**src/rtl/blr_pkg.sv**
```systemverilog
// ----------------------------------------------------------------------------
// blr_pkg
// Shared types, widths and helpers of the line rasterizer core.
// ----------------------------------------------------------------------------
`default_nettype none

package blr_pkg;

  localparam int COORD_BITS  = 11;
  localparam int COLOR_BITS  = 24;
  // twice an absolute delta
  localparam int DELTA2_BITS = COORD_BITS + 1;
  // decision term stays within +/- twice the largest delta
  localparam int ERR_BITS    = COORD_BITS + 2;

  typedef logic [COORD_BITS-1:0]  coord_t;
  typedef logic [COLOR_BITS-1:0]  color_t;
  typedef logic [DELTA2_BITS-1:0] delta2_t;
  typedef logic [ERR_BITS-1:0]    err_t;

  typedef enum logic {
    CMD_LOAD = 1'b0,
    CMD_STEP = 1'b1
  } cmd_t;

  typedef struct packed {
    cmd_t   cmd;
    coord_t start_x;
    coord_t start_y;
    coord_t end_x;
    coord_t end_y;
    color_t line_color;
  } in_item_t;

  typedef struct packed {
    coord_t pixel_x;
    coord_t pixel_y;
    color_t pixel_color;
    logic   last;
    logic   valid_res;
  } out_item_t;

  typedef struct packed {
    coord_t  major_pos;
    coord_t  minor_pos;
    coord_t  major_remaining;
    err_t    error_term;
    delta2_t twice_minor_delta;
    delta2_t twice_major_delta;
    logic    major_step_negative;
    logic    minor_step_negative;
    logic    axes_swapped;
    logic    line_active;
    color_t  held_color;
  } line_state_t;

  function automatic out_item_t emit_pixel(line_state_t st, logic is_last);
    out_item_t o;
    o.pixel_x     = st.axes_swapped ? st.minor_pos : st.major_pos;
    o.pixel_y     = st.axes_swapped ? st.major_pos : st.minor_pos;
    o.pixel_color = st.held_color;
    o.last        = is_last;
    o.valid_res   = 1'b1;
    return o;
  endfunction

endpackage

`default_nettype wire

```
**src/rtl/blr_setup.sv**
```systemverilog
// ----------------------------------------------------------------------------
// blr_setup
// Line setup: deltas, octant, major axis choice and initial decision term.
// ----------------------------------------------------------------------------
`default_nettype none

module blr_setup (
  input  blr_pkg::in_item_t    item,
  output blr_pkg::line_state_t st_nxt,
  output blr_pkg::out_item_t   res
);
  import blr_pkg::*;

  logic [COORD_BITS:0] dx;
  logic [COORD_BITS:0] dy;
  logic                xneg;
  logic                yneg;
  coord_t              adx;
  coord_t              ady;
  logic                swap;
  coord_t              dmaj;
  coord_t              dmin;

  always_comb begin
    dx   = {1'b0, item.end_x} - {1'b0, item.start_x};
    dy   = {1'b0, item.end_y} - {1'b0, item.start_y};
    xneg = dx[COORD_BITS];
    yneg = dy[COORD_BITS];
    adx  = xneg ? COORD_BITS'(-dx) : dx[COORD_BITS-1:0];
    ady  = yneg ? COORD_BITS'(-dy) : dy[COORD_BITS-1:0];
    // y is major on equal deltas
    swap = (ady >= adx);
    dmaj = swap ? ady : adx;
    dmin = swap ? adx : ady;

    st_nxt.axes_swapped        = swap;
    st_nxt.major_pos           = swap ? item.start_y : item.start_x;
    st_nxt.minor_pos           = swap ? item.start_x : item.start_y;
    st_nxt.major_step_negative = swap ? yneg : xneg;
    st_nxt.minor_step_negative = swap ? xneg : yneg;
    st_nxt.twice_major_delta   = {dmaj, 1'b0};
    st_nxt.twice_minor_delta   = {dmin, 1'b0};
    st_nxt.error_term          = {1'b0, dmin, 1'b0} - {2'b00, dmaj};
    st_nxt.major_remaining     = dmaj;
    st_nxt.line_active         = (dmaj != '0);
    st_nxt.held_color          = item.line_color;

    res = emit_pixel(st_nxt, dmaj == '0);
  end

endmodule

`default_nettype wire

```
**src/rtl/blr_stepper.sv**
```systemverilog
// ----------------------------------------------------------------------------
// blr_stepper
// One Bresenham step: advance major axis, decide minor move, update error.
// ----------------------------------------------------------------------------
`default_nettype none

module blr_stepper (
  input  blr_pkg::line_state_t st,
  output blr_pkg::line_state_t st_nxt,
  output blr_pkg::out_item_t   res
);
  import blr_pkg::*;

  logic                move_minor;
  logic [ERR_BITS:0]   err_sum;
  logic [ERR_BITS:0]   sub_term;

  always_comb begin
    st_nxt     = st;
    res        = '0;
    // strictly positive decision term
    move_minor = !st.error_term[ERR_BITS-1] && (st.error_term != '0);
    sub_term   = move_minor ? {2'b00, st.twice_major_delta} : '0;
    err_sum    = {st.error_term[ERR_BITS-1], st.error_term}
               + {2'b00, st.twice_minor_delta} - sub_term;

    if (st.line_active) begin
      st_nxt.major_pos = st.major_step_negative ? st.major_pos - 1'b1
                                                : st.major_pos + 1'b1;
      if (move_minor) begin
        st_nxt.minor_pos = st.minor_step_negative ? st.minor_pos - 1'b1
                                                  : st.minor_pos + 1'b1;
      end
      st_nxt.error_term      = err_sum[ERR_BITS-1:0];
      st_nxt.major_remaining = st.major_remaining - 1'b1;
      st_nxt.line_active     = (st.major_remaining != COORD_BITS'(1));
      res = emit_pixel(st_nxt, st.major_remaining == COORD_BITS'(1));
    end
  end

endmodule

`default_nettype wire

```
**src/rtl/bresenham_line_rasterizer_core.sv**
```systemverilog
// ----------------------------------------------------------------------------
// bresenham_line_rasterizer_core
// Integer line rasterizer, all octants, one pixel item per clock while out_stall stays low.
// ----------------------------------------------------------------------------
// Takes one item per clock while out_stall stays low and returns one result
// item for each. A load item (cmd = load) starts a line and returns its start
// pixel; each step item returns the next pixel, with last set on the end
// point, or a result with valid_res low when no line is active. An item is
// captured in an input register, passes the setup or step logic (one add and
// compare on the registered decision term) and then lands in the result
// register when that register is free or being drained; the sustained rate is
// one item per clock while out_stall stays low. The line state is updated in
// the same cycle the result register loads, so back-to-back steps chain with
// no gap.
`default_nettype none

module bresenham_line_rasterizer_core (
  input  wire                clk,
  input  wire                rst_n,
  input  wire                in_valid,
  output logic               in_stall,
  input  blr_pkg::in_item_t  in_data,
  output logic               out_valid,
  input  wire                out_stall,
  output blr_pkg::out_item_t out_data
);
  import blr_pkg::*;

  in_item_t    in_reg_r;
  logic        in_reg_v_r;
  line_state_t st_r;
  line_state_t st_nxt;
  out_item_t   out_r;
  logic        out_v_r;

  line_state_t load_st;
  out_item_t   load_res;
  line_state_t step_st;
  out_item_t   step_res;
  out_item_t   res_nxt;
  logic        advance;
  logic        in_accept;

  blr_setup u_setup (
    .item   (in_reg_r),
    .st_nxt (load_st),
    .res    (load_res)
  );

  blr_stepper u_stepper (
    .st     (st_r),
    .st_nxt (step_st),
    .res    (step_res)
  );

  always_comb begin
    unique case (in_reg_r.cmd)
      CMD_LOAD: begin
        st_nxt  = load_st;
        res_nxt = load_res;
      end
      CMD_STEP: begin
        st_nxt  = step_st;
        res_nxt = step_res;
      end
      default: begin
        st_nxt  = st_r;
        res_nxt = '0;
      end
    endcase
  end

  // item moves on when the result register is free or being drained
  assign advance   = in_reg_v_r && (!out_v_r || !out_stall);
  assign in_stall  = in_reg_v_r && !advance;
  assign in_accept = in_valid && !in_stall;

  always_ff @(posedge clk) begin
    if (!rst_n) begin
      in_reg_v_r <= 1'b0;
      out_v_r    <= 1'b0;
      st_r       <= '0;
    end else begin
      in_reg_v_r <= in_accept || (in_reg_v_r && !advance);
      out_v_r    <= advance || (out_v_r && out_stall);
      if (advance) begin
        st_r <= st_nxt;
      end
    end
  end

  always_ff @(posedge clk) begin
    if (in_accept) begin
      in_reg_r <= in_data;
    end
    if (advance) begin
      out_r <= res_nxt;
    end
  end

  assign out_valid = out_v_r;
  assign out_data  = out_r;

  // an active line always has pixels left
  a_active_has_steps: assert property (@(posedge clk) disable iff (!rst_n)
    st_r.line_active |-> (st_r.major_remaining != '0))
    else $error("active line with no remaining steps");

  // a held end pixel means the line is finished
  a_last_ends_line: assert property (@(posedge clk) disable iff (!rst_n)
    (out_v_r && out_r.last) |-> !st_r.line_active)
    else $error("line still active after its end pixel");

  // only a load can wake an idle line
  a_idle_needs_load: assert property (@(posedge clk) disable iff (!rst_n)
    (!st_r.line_active && !(advance && in_reg_r.cmd == CMD_LOAD))
      |=> !st_r.line_active)
    else $error("line became active without a load");

  // a pixel-less result only comes from an idle line
  a_empty_result_idle: assert property (@(posedge clk) disable iff (!rst_n)
    (out_v_r && !out_r.valid_res) |-> !st_r.line_active)
    else $error("empty result while a line is active");

endmodule

`default_nettype wire
```
**config.mk**
```make
export PLATFORM = sky130hd
export DESIGN_NAME = bresenham_line_rasterizer_core
export DESIGN_NICKNAME = d
export VERILOG_FILES = /design/src/rtl/blr_pkg.sv /design/src/rtl/blr_setup.sv /design/src/rtl/blr_stepper.sv /design/src/rtl/bresenham_line_rasterizer_core.sv
export SDC_FILE = /design/constraint.sdc
export NUM_CORES = 1
export LEC_CHECK = 0
export ABC_AREA = 1
export BUFFER_PORTS_ARGS = -buffer_cell sky130_fd_sc_hd__buf_2
export CORE_MARGIN = 5
export CORE_UTILIZATION = 45
export CTS_BUF_LIST = sky130_fd_sc_hd__clkbuf_8
export DETAILED_ROUTE_END_ITERATION = 8
export PLACE_DENSITY = 0.66
export SETUP_SLACK_MARGIN = 0.3
export SYNTH_ARGS = -nofsm -noshare
export SYNTH_HDL_FRONTEND = slang
export SYNTH_HIERARCHICAL = 1
export SYNTH_SLANG_ARGS = --single-unit
```
**constraint.sdc**
```tcl
create_clock -name clk -period 6.1 [get_ports clk]
set_input_delay 0.305 -clock clk [delete_from_list [all_inputs] [get_ports clk]]
set_output_delay 0.305 -clock clk [all_outputs]
set_load 0.02 [all_outputs]
```
# [Yosys cells after proc, flatten, opt, wreduce, memory -nomap -nowiden]
# Index checks and enable logic that the tools add are counted.
[classes] add_sub_neg=12 n_lt_le_gt_ge=1 n_eq_ne=3 n_mux=21 n_bitwise=1 n_reduce_logical=18
[ops] cell="case mux 98 bit (2 select lines)" n=1
[ops] cell="two-way mux 11 bit" n=13
[ops] cell="case mux 48 bit (2 select lines)" n=1
[ops] cell="two-way mux 48 bit" n=1
[ops] cell="two-way mux 46 bit" n=1
[ops] cell="subtractor 11 x 1 -> 11 bit, second input constant" n=3
[ops] cell="subtractor 11 x 11 -> 12 bit" n=2
[ops] cell="adder 11 x 1 -> 11 bit, second input constant" n=2
[ops] cell="negator 11 bit" n=2
[ops] cell="adder 13 bit" n=1
[ops] cell="nonzero test 13 bit" n=1
[ops] cell="subtractor 12 x 11 -> 13 bit" n=1
[ops] cell="subtractor 13 bit" n=1
[ops] cell="two-way mux 12 bit" n=1
[ops] cell="== test 11 x 1 -> 1 bit, second input constant" n=1
[ops] cell="greater-or-equal comparator 11 bit" n=1
[ops] cell="logical NOT 11 bit" n=1
[ops] cell="!= test 11 x 1 -> 1 bit, second input constant" n=1
[ops] cell="nonzero test 11 bit" n=1
[ops] cell="logical AND 1 bit" n=5
[ops] cell="logical NOT 1 bit" n=5
[ops] cell="AND reduction 2 bit" n=2
[ops] cell="logical OR 1 bit" n=3
[ops] cell="two-way mux 1 bit" n=3
[ops] cell="other kinds (2)" n=2
[word_totals] ff_bits=217 in_bits=73 out_inout_bits=50

# [Depth between registers and ports, before layout]
[logic_depth] depth_word=8 mapped_depth=45 mapped_depth_nobuf=42

# [Cells and area by module]
# Netlist, hierarchy kept.
[by_module_without_submodules] mod="bresenham_line_rasterizer_core" n_inst=1 cells_each=1222 area_each_um2=9474.1 seq_area_each_um2=5515.3
[by_module_without_submodules] mod="blr_setup" n_inst=1 cells_each=758 area_each_um2=4195.3 seq_area_each_um2=0.0
[by_module_without_submodules] mod="blr_stepper" n_inst=1 cells_each=746 area_each_um2=3995.1 seq_area_each_um2=0.0

# [Worst setup path after synthesis]
# No wires, ideal clock.
[synth_path] path_kind="flip-flop to flip-flop" startpoint="reg in_reg_r[46] in the netlist's numbering" endpoint="reg st_r[62] in the netlist's numbering" arrival_time_ps=5116 required_time_ps=5987 path_slack_ps=871 stages_incl_launch_ff=37 path_buffers=4 synth_period_minus_slack_ps=5229 cell_sequence="edfxtp_1 > ha_1 > fa_1 > inv_1 > nand3_1 > nand2_2 > xor2_2 > nor2_1 > nor2_1 > xor2_1 > ha_1 > nand2_1 > nor2_1 > a211oi_1 > o21ai_0 > nand2_1 > nand3b_1 > a21o_1 > nand2_1 > nand3_4 > nand2_4 > buf_6 > buf_8 > buf_2 > buf_2 > nand2_1 > o21ai_0 > ha_1 > a21oi_1 > a21boi_0 > nand3_1 > nand2_1 > nand2_1 > nand2_1 > nand2_1 > nor2_1 > nor2_1"
[synth_rtl] item="start, declared" line="bresenham_line_rasterizer_core.sv:29" source="in_item_t in_reg_r;"
[synth_rtl] item="start signal, assigned" line="bresenham_line_rasterizer_core.sv:94" source="in_reg_r <= in_data;"
[synth_rtl] item="end signal, assigned" line="bresenham_line_rasterizer_core.sv:87" source="st_r <= st_nxt;"
[synth_rtl] item="end, declared" line="bresenham_line_rasterizer_core.sv:31" source="line_state_t st_r;"

==> flow_summary.json <==
{
  "status": "completed",
  "coreArea_um2": 38700,
  "ir_worst_vdd_v": 0.000219,
  "drive_gt1_share_pct": 11.1,
  "report.final.hold_viol_count": 0,
  "overflow": 0,
  "critPathCaptureType": "flop",
  "num_vias": 15910,
  "portBuffers": 122,
  "final_util_pct": 49.4,
  "n_antenna_cell": 0,
  "clk_pin_slew_ps": 70,
  "drc_errors": 0,
  "grt_use_met2_pct": 37.2,
  "path_delay_family": "simple AND/OR/NAND/NOR gates",
  "synth_cell_types": 55,
  "synth_area_per_cell_um2": 6.48,
  "rows": 72,
  "synth_top_flop_cell": "edfxtp_1",
  "drt-initial-drc-count": 984,
  "cp.arrival_ps": 5870,
  "switchingPower_mw": 3.00,
  "clkPwrFrac_pct": 20.9,
  "tritoncts": "done",
  "nets": 2913,
  "clock-root-buffer": "clkbuf_8",
  "min_period_ps": 5320,
  "maxCapViolCount": 0,
  "finalCritPeriodShare_pct": 87.3,
  "post_drt_wl_per_cell_um": 14.1,
  "finalSetupTns_ps": 0,
  "seq_area_frac_synth_pct": 31.2,
  "drv_slew": 0,
  "skew_ps": 29.7,
  "r2r_start": "in_reg_r[57]",
  "grt_max_degree": 125,
  "rrSetupSlack_ps": 780,
  "hold_class": "input port to flop",
  "busiest_layer": "met2",
  "finalPower_mw": 6.55,
  "numCtsBuffers": 40,
  "firstDrtPassIters": 5,
  "max_freq_mhz": 188,
  "dieArea_um2": 43300,
  "async_reset_ff_share_pct": 0,
  "cellPowerDensity_nw_per_um2": 342,
  "grt_pass1_vias": 15242,
  "critical_path.max_fanout": 6,
  "grt_pass1_wl_um": 76800,
  "synth-edff-count": 117,
  "critical_path_class": "flop to flop",
  "io_pins": 123,
  "clock_sinks": 217,
  "die_h_um": 208,
  "start_util_pct": 45.6,
  "grt_setup_unrepaired": "false",
  "switching_share_pct": 45.8,
  "h-tree-depth": 2,
  "synthCells": 2726,
  "r2r-end": "st_r[64]",
  "r2r_cells": 37,
  "pwr-share-comb_pct": 52.4,
  "setup_viol_count_final": 0,
  "p_leak_nw": 10.3,
  "grt_use_total_pct": 21.3,
  "clk_latency_ps": 610,
  "yosysWarnings": 6,
  "crit_buf_inv": 7,
  "drtAntennaViolNets": 0,
  "antenna_found_initial": 0,
  "dp_hpwl_um": 33300,
  "die-width_um": 208,
  "hp-start": "rst_n",
  "wirelength_um": 46600,
  "critPathLaunchType": "flop",
  "ys_ff_latch": 217,
  "holdPathEnd": "st_r[40]",
  "gr-usage-met1_pct": 26.4,
  "cpMaxStageDelayCell": "fa_2",
  "gp_congestion": 0.897,
  "seqPwrFrac_pct": 26.6,
  "crit_path_max_incr_delay_ps": 460,
  "internal_power_mw": 3.55,
  "avgViaCountPerCell": 4.82,
  "required_ps": 6650,
  "use_met3_pct": 4.11,
  "maxSlewHeadroom_pct": 30.6,
  "holdPathStages": 3,
  "cts_buffer_depth": 3,
  "tightest_slew_ps": 1040,
  "path_common_cell": "nand2_1",
  "area_growth_pct": 8.35,
  "syn_area_um2": 17700
}
## layout make-up
type	instances	area (um^2)
fillers	3952	19600
multi-input cells	1896	9260
flip-flops and latches	217	5520
repair buffers	216	1520
inverters	380	1430
well taps	518	648
clock buffers	43	592
clock inverters	31	173
## metal layers
metal / vias to the layer above / part of all wire [%]
met3: 91 / 5.0
met2: 350 / 48
met1: 7190 / 43
met4: 0 / 3.7
li1: 8279 / -
met5: - / 0
## cells by family (layout without fill, tap and decap cells)
group / after synthesis / in the layout / synth area share, %
buffers and inverters: 614 / 670 / 16.9
AOI/OAI and AO/OA: 168 / 168 / 5.26
xor gates and xnor gates: 45 / 45 / 2.36
adders and majority gates: 89 / 89 / 6.98
other: 2 / 3 / 0.0425
DFF: 217 / 217 / 31.2
and+or+nand+nor: 1591 / 1591 / 37.2
## layout by cell type (no fill, tap or decap), types with 10 or more instances in the layout
master	Yosys	routed
a31oi_1	11	11
o21ai_0	74	72
nand2_1	1049	1049
buf_4	133	21
buf_2	36	121
a21oi_1	54	51
xnor2_1	13	13
nand2_2	38	37
nand3b_1	10	10
dlygate4sd3_1	0	71
nand4_1	29	29
nor2_1	299	299
edfxtp_1	117	117
inv_2	14	18
dfxtp_1	100	99
fa_1	16	15
clkbuf_8	0	43
ha_1	73	70
inv_1	366	379
xor2_1	29	25
nor3_1	10	10
nand3_1	118	118
## sequential cells by signal, summed over array words and instances, names as in the netlist
name,flops
in_reg_v_r,1
out_data,48
in_reg_r,69
st_r,98
out_valid,1
## worst max-delay path by stage
stage	cells after the start	end	start
finish	37	st_r[64]	in_reg_r[57]
global route	37	st_r[63]	in_reg_r[57]
global placement	37	st_r[62]	in_reg_r[50]
detailed placement	37	st_r[62]	in_reg_r[50]
floorplan	36	st_r[62]	in_reg_r[46]
CTS	35	st_r[59]	in_reg_r[50]
## stage by stage
stage / setup slack (ps) / cell area [um^2] / std cells / hold WS (ps)
finish: 775 / 19100 / 3301 / 144
global route: 301 / 19100 / 3301 / 120
CTS: 297 / 19000 / 3295 / 89.9
detailed placement: 310 / 17500 / 3150 / 483
global placement: 440 / 17500 / 3150 / 481
floorplan: 871 / 17700 / 2727 / 404
## worst min-delay path, cell delays in order
cell	delay [ps]
buf_4	240
nand2_1	120
nor2_1	30
## synthesized netlist by cell type, drive strengths merged (11+ instances only)
cell type     n  area (um^2)
nand3       124          658
a21oi        57          297
nand4        29          181
buf         192         1410
fa           16          320
a31oi        11         68.8
o21ai        85          452
nand2      1096         4280
xnor2        13          114
edfxtp      117         3510
dfxtp       100         2000
ha           73          913
xor2         32          303
nor3         12         76.3
nor2        307         1190
inv         380         1430
clkbuf       42          158
## timing repair
action,in CTS,in global routing
pin swaps,0,5
setup endpoints to repair,1,12
hold endpoints to repair,70,0
buffers inserted,0,6
hold buffers,71,0
cloned,0,0
gates resized for setup,1,27
## power groups by stage
stage	clock network [mW]	logic, mW	registers (mW)
floorplan	0	2.68	1.77
global placement	0	3.25	1.77
detailed placement	0	3.27	1.77
CTS	1.42	3.32	1.75
global route	1.49	3.89	1.76
finish	1.37	3.43	1.74
Note: power is estimated with default switching activity, not from simulation.
